===== src/rtl/plwn_pkg.sv =====
// Package for the particle log-weight normaliser: widths, constants, the
// controller/datapath command and status structs and the exp2 root table.
// No dependencies.
`default_nettype none

package plwn_pkg;

	localparam int MAX_PARTICLES = 64;
	localparam int IDX_W         = $clog2(MAX_PARTICLES);
	localparam int CNT_W         = 7;
	localparam int SIG_W         = 23;
	localparam int DIST_W        = 24;
	localparam int ACC_W         = 40;
	localparam int LW_W          = 25;
	localparam int LN_X_W        = 40;
	localparam int LN_W          = 24;
	localparam int QUAD_W        = 18;
	localparam int LL_W          = 26;
	localparam int EXP_W         = 33;
	localparam int SUM_W         = IDX_W + EXP_W;
	localparam int CFG_IDX_W     = 1;

	// Configuration register indexes
	localparam logic [CFG_IDX_W-1:0] REG_RAY_SIGMA      = 1'd0;
	localparam logic [CFG_IDX_W-1:0] REG_PARTICLE_COUNT = 1'd1;

	localparam logic [SIG_W-1:0]  SIGMA_RESET = 23'd6554;
	localparam logic [CNT_W-1:0]  COUNT_RESET = 7'd64;

	// 0.5*ln(2*pi) in Q16.16, ln2 in Q0.32 and log2(e) in Q1.32
	localparam logic [LL_W-1:0]   HALF_LN_2PI_Q16 = 26'd60224;
	localparam logic [31:0]       LN2_Q32         = 32'd2977044472;
	localparam logic [32:0]       LOG2E_Q32       = 33'd6196328019;

	// Quadratic term of a clamped point: 2.0 or 0.125 in Q16.16
	localparam logic [QUAD_W-1:0] QUAD_CLAMP_WIDE    = 18'd131072;
	localparam logic [QUAD_W-1:0] QUAD_CLAMP_SPECIAL = 18'd8192;

	// Weight floor of -200 in Q16.16, at accumulator width plus one
	localparam logic signed [ACC_W:0] FLOOR_Q16 = -41'sd13107200;

	// Controller to datapath commands
	typedef struct packed {
		logic load;
		logic ln_start;
		logic ln_sum;
		logic div_start;
		logic rd_ptr;
		logic mem_rd;
		logic ll_upd;
		logic acc_wr;
		logic max_upd;
		logic ptr_clr;
		logic ptr_inc;
		logic sum_clr;
		logic exp_start;
		logic out_load;
		logic clear_all;
	} cmd_t;

	// Datapath to controller status
	typedef struct packed {
		logic ln_done;
		logic div_done;
		logic exp_done;
		logic ptr_last;
		logic out_taken;
		logic last_item;
	} stat_t;

	typedef logic [15:0][31:0] root_tab_t;

	// Bitwise integer square root, evaluated at elaboration only
	function automatic logic [63:0] isqrt64(input logic [63:0] n);
		logic [63:0] res;
		logic [63:0] rem;
		logic [63:0] bitv;
		res  = '0;
		rem  = n;
		bitv = 64'd1 << 62;
		for (int i = 0; i < 32; i++) begin
			if (rem >= res + bitv) begin
				rem = rem - (res + bitv);
				res = (res >> 1) + bitv;
			end else begin
				res = res >> 1;
			end
			bitv = bitv >> 2;
		end
		return res;
	endfunction

	// Entry j-1 holds 2^(-2^-j) in Q0.32, built by repeated floor square roots
	function automatic root_tab_t make_roots();
		root_tab_t   tab;
		logic [63:0] r;
		r      = isqrt64(64'd1 << 63);
		tab[0] = r[31:0];
		for (int j = 1; j < 16; j++) begin
			r      = isqrt64({r[31:0], 32'd0});
			tab[j] = r[31:0];
		end
		return tab;
	endfunction

	localparam root_tab_t EXP2_ROOT = make_roots();

endpackage

`default_nettype wire


===== src/rtl/plwn_ctrl.sv =====
// Controller state machine of the log-weight normaliser: sequences accumulation,
// the max, exp-sum and output passes. Uses plwn_pkg command and status structs.
`default_nettype none

module plwn_ctrl (
	input  wire logic            clk,
	input  wire logic            arst_n,
	input  wire logic            in_valid,
	output logic                 in_stall,
	input  wire plwn_pkg::stat_t stat,
	output plwn_pkg::cmd_t       cmd
);

	typedef enum logic [13:0] {
		S_IDLE     = 14'b00000000000001,
		S_LN_SIG   = 14'b00000000000010,
		S_DIV      = 14'b00000000000100,
		S_ACC_RD   = 14'b00000000001000,
		S_ACC_WR   = 14'b00000000010000,
		S_MAX_RD   = 14'b00000000100000,
		S_MAX_CMP  = 14'b00000001000000,
		S_EXP_RD   = 14'b00000010000000,
		S_EXP_GO   = 14'b00000100000000,
		S_EXP_RUN  = 14'b00001000000000,
		S_LN_SUM   = 14'b00010000000000,
		S_OUT_RD   = 14'b00100000000000,
		S_OUT_LOAD = 14'b01000000000000,
		S_OUT_HOLD = 14'b10000000000000
	} state_t;

	state_t state_q;
	state_t state_d;

	// Next state and commands
	always_comb begin
		state_d    = state_q;
		cmd        = '0;
		cmd.rd_ptr = 1'b1;
		case (state_q)
			S_IDLE: begin
				if (in_valid) begin
					cmd.load     = 1'b1;
					cmd.ln_start = 1'b1;
					state_d      = S_LN_SIG;
				end
			end
			S_LN_SIG: begin
				if (stat.ln_done) begin
					cmd.div_start = 1'b1;
					state_d       = S_DIV;
				end
			end
			S_DIV: begin
				if (stat.div_done) state_d = S_ACC_RD;
			end
			S_ACC_RD: begin
				cmd.rd_ptr = 1'b0;
				cmd.mem_rd = 1'b1;
				cmd.ll_upd = 1'b1;
				state_d    = S_ACC_WR;
			end
			S_ACC_WR: begin
				cmd.acc_wr = 1'b1;
				if (stat.last_item) begin
					cmd.ptr_clr = 1'b1;
					state_d     = S_MAX_RD;
				end else begin
					state_d = S_IDLE;
				end
			end
			S_MAX_RD: begin
				cmd.mem_rd = 1'b1;
				state_d    = S_MAX_CMP;
			end
			S_MAX_CMP: begin
				cmd.max_upd = 1'b1;
				if (stat.ptr_last) begin
					cmd.ptr_clr = 1'b1;
					cmd.sum_clr = 1'b1;
					state_d     = S_EXP_RD;
				end else begin
					cmd.ptr_inc = 1'b1;
					state_d     = S_MAX_RD;
				end
			end
			S_EXP_RD: begin
				cmd.mem_rd = 1'b1;
				state_d    = S_EXP_GO;
			end
			S_EXP_GO: begin
				cmd.exp_start = 1'b1;
				state_d       = S_EXP_RUN;
			end
			S_EXP_RUN: begin
				if (stat.exp_done) begin
					if (stat.ptr_last) begin
						cmd.ln_start = 1'b1;
						cmd.ln_sum   = 1'b1;
						cmd.ptr_clr  = 1'b1;
						state_d      = S_LN_SUM;
					end else begin
						cmd.ptr_inc = 1'b1;
						state_d     = S_EXP_RD;
					end
				end
			end
			S_LN_SUM: begin
				if (stat.ln_done) state_d = S_OUT_RD;
			end
			S_OUT_RD: begin
				cmd.mem_rd = 1'b1;
				state_d    = S_OUT_LOAD;
			end
			S_OUT_LOAD: begin
				cmd.out_load = 1'b1;
				state_d      = S_OUT_HOLD;
			end
			S_OUT_HOLD: begin
				if (stat.out_taken) begin
					if (stat.ptr_last) begin
						cmd.clear_all = 1'b1;
						state_d       = S_IDLE;
					end else begin
						cmd.ptr_inc = 1'b1;
						state_d     = S_OUT_RD;
					end
				end
			end
			default: state_d = S_IDLE;
		endcase
	end

	always_ff @(posedge clk or negedge arst_n) begin
		if (!arst_n) begin
			state_q <= S_IDLE;
		end else begin
			state_q <= state_d;
		end
	end

	assign in_stall = (state_q != S_IDLE);

endmodule

`default_nettype wire


===== config.mk =====
export PLATFORM = sky130hd
export DESIGN_NAME = plwn_ctrl
export DESIGN_NICKNAME = d
export VERILOG_FILES = /design/src/rtl/plwn_pkg.sv /design/src/rtl/plwn_ctrl.sv
export SDC_FILE = /design/constraint.sdc
export NUM_CORES = 1
export LEC_CHECK = 0
export BUFFER_PORTS_ARGS = -buffer_cell sky130_fd_sc_hd__buf_2
export CORE_MARGIN = 5
export CORE_UTILIZATION = 25
export CTS_CLUSTER_DIAMETER = 80
export DETAILED_ROUTE_END_ITERATION = 10
export PLACE_DENSITY = 0.4
export SYNTH_ARGS = -nofsm -noshare
export SYNTH_HDL_FRONTEND = slang
export SYNTH_SLANG_ARGS = --single-unit

===== constraint.sdc =====
create_clock -name clk -period 4.6 [get_ports clk]
set_input_delay 0.92 -clock clk [delete_from_list [all_inputs] [get_ports clk]]
set_output_delay 0.92 -clock clk [all_outputs]
set_load 0.05 [all_outputs]

# After elaboration in Yosys (flattened, before gate mapping)
# Cells that the tools add are included.
# totals
ff_bits	14
out_inout_bits	16
wordCells	60
# classes
reduce_logical	2
muxes	36
eq_ne	21
# ops
cell	count
14-bit case mux with 14 select lines	1
14-bit 2-to-1 mux	6
1-bit 2-to-1 mux	18
14-bit by 1-bit == test with 1-bit output (second input constant)	1
14-bit by 10-bit == test with 1-bit output (second input constant)	1
14-bit by 11-bit == test with 1-bit output (second input constant)	1
14-bit by 12-bit == test with 1-bit output (second input constant)	1
14-bit by 13-bit == test with 1-bit output (second input constant)	1
14-bit == test (second input constant)	1
14-bit by 2-bit == test with 1-bit output (second input constant)	1
14-bit by 3-bit == test with 1-bit output (second input constant)	1
14-bit by 4-bit == test with 1-bit output (second input constant)	1
14-bit by 5-bit == test with 1-bit output (second input constant)	1
14-bit by 6-bit == test with 1-bit output (second input constant)	1
14-bit by 7-bit == test with 1-bit output (second input constant)	1
14-bit by 8-bit == test with 1-bit output (second input constant)	1
14-bit by 9-bit == test with 1-bit output (second input constant)	1
14-bit by 1-bit inequality test with 1-bit output (second input constant)	1
12-bit 2-to-1 mux	1
2-bit inequality test (second input constant)	6
11-bit 2-to-1 mux	1
2-bit 2-to-1 mux	4
8-bit 2-to-1 mux	1
6-bit 2-to-1 mux	1
other kinds (4)	5

# Longest topological paths before layout
# Gate-level depths: netlist of the first run.
# logic_depth
word_depth	3
depth_mapped	6

# Least setup slack after synthesis of the first run
# OpenSTA, ideal clock, no wires.
# synth_path
path_kind	register to output
start	reg state_q[1]
end	out cmd[5] in the netlist's numbering
path_stages_with_launch	7
n_path_buf	1
required_time_ps	3680
t_arrival_ps	2851
setup_slack_ps	829
path_cell_list	dfrtp_1 buf_2 nor4_4 nand3_1 nor3_1 nand2_1 nand2_1
# synth_rtl
element	line_no	rtl
start, declared	plwn_ctrl.sv:31	state_t state_q;
start signal, assigned	plwn_ctrl.sv:137	state_q <= state_d;
end, declared	plwn_ctrl.sv:11	output plwn_pkg::cmd_t cmd

==> impl_results.md, run 1 <==
* Total Nets Final at 152
* Hold Buf Count CTS at 0
* EDFF count, synth at 0
* Max Clock Skew at 0.00431 ns
* Sequential fraction of the synthesis area at around a third
* Top post-synthesis cells by area: dfrtp_1 (31%), nor4_4 (4.0%), nand2_1 (3.9%), nand2b_1 (3.6%), nor2_1 (3.2%)
* ANT nets after route at 0
* Cell area after synthesis at 1060 um2
* Number of clock sinks at 14
* Core area at ~4000 um2
* Die ar. at ~5600 um2
* Asr flop ratio synth at between 90% and 100%
* Max-capacitance violation count at 0
* Status: complete, no violations
* Placed cell count at between 150 and 200
* Synth warn at 0
* Final period util at between 70% and 80%
* Commonest non-fill, non-tap cell in the layout: buf_2
* Max layer used: met4
* WL/cell at around 14 um
* Max frequency at approximately 300 MHz
* Global-route wire length before repair at between 4000 and 5000 um
* RSZ-0062 raised after global routing: no
* Rel. slew slack at a little under two thirds
* Area growth syn-to-layout at 18.7%
* Critical Path Fanout Max at 9
* Largest Register: state_q
* # setup viols final at 0
* Arrival time at the worst endpoint at around 2.4 ns
* Yosys reg bits at 14
* Top_reg_cell synth: dfrtp_1
* Class of the worst hold path: primary input to asynchronous set/reset pin
* Setup tns final at 0 ns
* DR DRC count at 0
* Syn_nets at 130
* Mapped Cells at around 120
* Drt total wl at 2760 um
* Vias per cell at roughly 5.0
* Pwr/cell area at between 400 and 500 nW/um2
* Grt ovf at 0
* Syn avg cell area at between 8 and 9 um2
* Initial antenna violation count at 0
* CP Capture Type: output pin
* Vias in the first global route at 940
* Slew Viols, Final at 0
* Die W at between 70 and 80 um
* Commonest non-fill, non-tap cells in the layout: buf_2 (24), dfrtp_1 (13), nand2_1 (11), nor2_1 (9), inv_1 (7)
* R2r endpoint: state_q[10]
* Via count at 963
* Reg2Reg Setup Slack at roughly 2.4 ns
* Post-cts repair resize count at 0
* Clock slew at reported path FFs at 0.06 ns
* Share of layout cells above drive strength 1 at between 30% and 40%
* CTS root buf: clkbuf_8
* Worst-Skew Late Latency at approximately 0.25 ns
* Max FFs per register at 14
* # diodes at 0
* Reg2Reg Depth at 5
* Post CTS Setup Buffer Count at 0
* P_leak at roughly 0.62 nW
* CTS max path bufs at 2
* Num CTS Buffers at 3
* PortBufs at 24
* Worst slew pin tran at approximately 0.54 ns
* Routed wl met2 at ~1200 um
* Detail Route met3 WL at between 150 and 200 um
* Final hold viol count at 0
* Largest registers: state_q: 14 flops
* Chip height at around 75 um
* Setup CP Type: flop to output pin
* Maximum vdd ir drop at 0.0945 mV
* Maximum number of pins on one net before global-route repair at 15
* Initial core utilization at 26.1%
* Worst R2R Start: state_q[4]
* Distinct cells, synth at 47
* Synth top area share at between 30% and 40%
* Hpwl dp at around 2100 um
* Hold WS at between 0.5 and 0.6 ns
* Post-layout minimum cycle time at roughly 3.3 ns
* Worst Setup Start Kind: flop
* CTS tree: yes
* GRT Total Usage at roughly 11%
* Ports at 25
* Largest area contributor in the synthesized netlist: dfrtp_1
* H-tree levels at 1
* Metal-1 WL at about 1300 um
* Worst Path Required at approximately 3.7 ns
* DRT Pass-1 Iters at 4
* Non-filler instance count after layout at ~190
* Fillcell total at between 400 and 500
* Gpl congestion at 0.728
* Row count at 23
* Initial DRC count at 35
-- worst max-delay path: stages (launching register included) --
cell,delay [ns]
dfrtp_1,0.46
nor4_4,0.55
nand4_1,0.25
nor3b_2,0.37
a211oi_1,0.13
nor2_1,0.10
buf_2,0.27
-- how the worst max path moves through the flow --
| stage | start | to | slack, ns |
|---|---|---|---|
| final | state_q[4] | cmd[4] | 1.30 |
| after global routing | state_q[4] | cmd[13] | 1.08 |
| after CTS | state_q[4] | cmd[4] | 1.28 |
| after detailed placement | state_q[4] | cmd[13] | 1.57 |
| after global placement | state_q[4] | cmd[4] | 1.48 |
| after floorplan | state_q[1] | cmd[5] | 0.83 |
-- per-layer routing --
layer | global-route usage, % | up-vias
met5 | 0 | -
met4 | 5.73 | 0
met3 | 2.27 | 4
met2 | 16.0 | 27
met1 | 15.6 | 447
li1 | - | 485
-- power breakdown --
group,switching (mW),internal [mW],total [mW]
Combinational,0.143,0.0833,0.227
Clock,0.0472,0.0759,0.123
Sequential,0.0257,0.138,0.164
-- cell families after synthesis --
group	synth area share, %
XOR/XNOR	4.14
AO/OA/AOI/OAI	11.4
buffers and inverters	6.27
flip-flops	33.3
AND/OR/NAND/NOR	45.0
-- synth_stat cells, types with 2 or more instances --
library cell,number
nor2_1,9
nor2b_1,3
xnor2_1,3
buf_2,2
clkbuf_1,3
nor4_1,4
xor2_1,2
a31oi_1,2
dfrtp_1,13
nand2_1,11
nor4_4,2
and2_1,2
nand4_1,4
nor3_1,6
nand3_1,3
nand4b_1,2
nand2b_1,6
or2_2,2
a21o_1,2
inv_1,7
o21ai_0,3
a21oi_1,5
-- final cells by class --
cell class	instances	area (um2)	share of cell area, %
clock buffers	4	55.1	4.39
inverters	7	26.3	2.09
multi-input cells	93	639	50.9
flip-flops and latches	14	352	28.0
well taps	50	62.6	4.99
repair buffers	24	120	9.57
-- through the flow --
| stage | cell area, um2 | total power [mW] | util (%) | setup slack [ns] |
|---|---|---|---|---|
| 5_1_grt | 1250 | 0.553 | 30.9 | 1.08 |
| 3_3_place_gp | 1200 | 0.396 | 29.6 | 1.48 |
| 6_report | 1250 | 0.514 | 30.9 | 1.30 |
| 4_1_cts | 1250 | 0.520 | 30.9 | 1.28 |
| 2_1_floorplan | 1060 | 0.344 | - | 0.829 |
| 3_5_place_dp | 1200 | 0.394 | 29.6 | 1.57 |
(Power assumes the default switching activity.)
==> inputs of run 2 (changes only) <==
==> constraint.sdc (replaced) <==
create_clock -name clk -period 3.3 [get_ports clk]
set_input_delay 0.66 -clock clk [delete_from_list [all_inputs] [get_ports clk]]
set_output_delay 0.66 -clock clk [all_outputs]
set_load 0.05 [all_outputs]
==> run 2 against run 1 <==
- wire length grew 2.4%
- cell area grew 3.9%
- cell count grew 1.6%
- count of clock-buffer cells in the layout is the same
- critical path depth shrank 2
- setup slack lost 0.99 ns
- via count grew 1.7%
- sequential power grew 40%
- global-route usage shrank 0.46 points
- first-iteration DRC count grew 26%
- combinational power grew 43%
- critical endpoint is now cmd[9]
- largest cell class unchanged
- highest routed layer unchanged
==> impl_results.md, run 2 (synthesis gave the netlist of run 1 again) <==
* Initial antenna violation count at 0
* Setup CP Type: flop to output pin
* Final period util at 90.7%
* Reg2Reg Depth at 5
* Share of layout cells above drive strength 1 at 33.1%
* Worst-Skew Late Latency at 0.24 ns
* Largest registers: state_q: 14 flops
* Rel. slew slack at between 60% and 70%
* Die ar. at approximately 5600 um2
* CTS root buf: clkbuf_8
* Chip height at roughly 75 um
* Worst R2R Start: state_q[1]
* Slew Viols, Final at 0
* Commonest non-fill, non-tap cells in the layout: buf_2 (24), dfrtp_1 (13), nand2_1 (11), nor2_1 (9), inv_1 (7)
* Via count at 979
* P_leak at around 0.64 nW
* # setup viols final at 0
* Crit path launch: state_q[1]
* Grt ovf at 0
* Max-capacitance violation count at 0
* Largest Register: state_q
* GRT Total Usage at about a tenth
* Reg2Reg Setup Slack at roughly 1.3 ns
* Maximum number of pins on one net before global-route repair at 15
* Global-route wire length before repair at 4550 um
* Status: complete, no violations
* Gpl congestion at about 0.8
* Worst slew pin tran at 0.475 ns
* Hold WS at 0.316 ns
* Pwr/cell area at between 500 and 600 nW/um2
* Hold Buf Count CTS at 0
* Row count at 23
* Setup tns final at 0 ns
* Slowest stage delay, CP at a little under 0.5 ns
* Hpwl dp at 2260 um
* Max frequency at about 330 MHz
* # diodes at 0
* Ports at 25
* Max Clock Skew at around 0.0047 ns
* PortBufs at 24
* CP Capture Type: output pin
* Commonest non-fill, non-tap cell in the layout: buf_2
* Class of the worst hold path: primary input to asynchronous set/reset pin
* RSZ-0062 raised after global routing: no
* Total Power at between 700 and 800 uW
* Post-layout minimum cycle time at between 2 and 3 ns
* Maximum vdd ir drop at 0.154 mV
* Arrival time at the worst endpoint at around 2.3 ns
* H-tree levels at 1
* CP Buf/Inv Count at 1
* ANT nets after route at 0
* CP delay by family, top: simple AND/OR/NAND/NOR gates
* Initial DRC count at 44
* Num CTS Buffers at 3
* Worst Setup Start Kind: flop
* CTS max path bufs at 2
* Max FFs per register at 14
* Drt total wl at roughly 2800 um
* Number of clock sinks at 14
* CTS tree: yes
* Area growth syn-to-layout at 23.3%
* Core area at 4060 um2
* Total Nets Final at 155
* Slowest-stage cell, CP: dfrtp_1
* Initial core utilization at a little over a quarter
* Worst Path Required at 2.64 ns
* DRT Pass-1 Iters at 4
* Die W at around 75 um
* CP Depth at 4
* Final hold viol count at 0
* Crit-path cells: nor4_4 -> nand3_1 -> o311ai_1 -> buf_2
* Clock slew at reported path FFs at about 0.060 ns
* Vias in the first global route at 946
* Vias per cell at between 5 and 6
* Critical Path Fanout Max at 8
* WL/cell at between 10 and 15 um
* DR DRC count at 0
==> run 2: cell types whose count changed in the layout (fill, tap and decap cells not counted), sizes merged <==
cell | before | now
buf | 24 | 27
==> run 2: path summary, 6_finish.rpt <==
kind                          endpoint
hold / removal              state_q[6]
max in group asynchronous   state_q[0]
hold reg to reg            state_q[10]
setup / recovery                cmd[9]
min in group clk           state_q[10]
setup reg to reg            state_q[0]
==> run 2: stage by stage <==
stage / cells / setup slack (ns) / cell area (um2) / utilization, %
2_1_floorplan: 121 / 0.0608 / 1070 / -
3_3_place_gp: 189 / 0.507 / 1220 / 30.2
3_5_place_dp: 189 / 0.495 / 1220 / 30.2
4_1_cts: 193 / 0.206 / 1280 / 31.5
5_1_grt: 195 / 0.0684 / 1300 / 32.1
6_report: 195 / 0.307 / 1300 / 32.1
==> run 2: power by group <==
group | internal, mW | total (mW) | leakage, nW | switching [mW]
Combinational | 0.118 | 0.324 | 0.419 | 0.206
Clock | 0.106 | 0.170 | 0.0288 | 0.0645
Sequential | 0.193 | 0.229 | 0.191 | 0.0368
Total | 0.416 | 0.724 | 0.639 | 0.308
==> run 2: timing repair <==
action	in CTS	in global routing
buffers inserted	0	2
resized for setup	0	1
setup endpoints to repair	0	3
==> run 2: cell type report <==
type,instances,area (um2)
Clock buffer,4,55.1
Inverter,7,26.3
Fill cell,445,2750
Tap cell,50,62.6
Sequential cell,14,352
Multi-Input combinational cell,93,666
Timing Repair Buffer,27,143
==> run 2: layer usage <==
layer  vias to the layer above  global-route usage (%)  share of wire, %  wire, um
li1                        494                       -                 -         -
met1                       458                    14.5                47      1330
met2                        23                    16.2                47      1320
met3                         4                    2.80               4.7       134
met4                         0                    3.75               1.3        36
met5                         -                       0                 0         0
==> run 2: worst reg2reg max path: cells and delay by family, from the launching register on <==
kind               cells  cell delay (ns)
DFF                    1             0.49
and+or+nand+nor        2             0.82
AOI/OAI and AO/OA      3             0.67
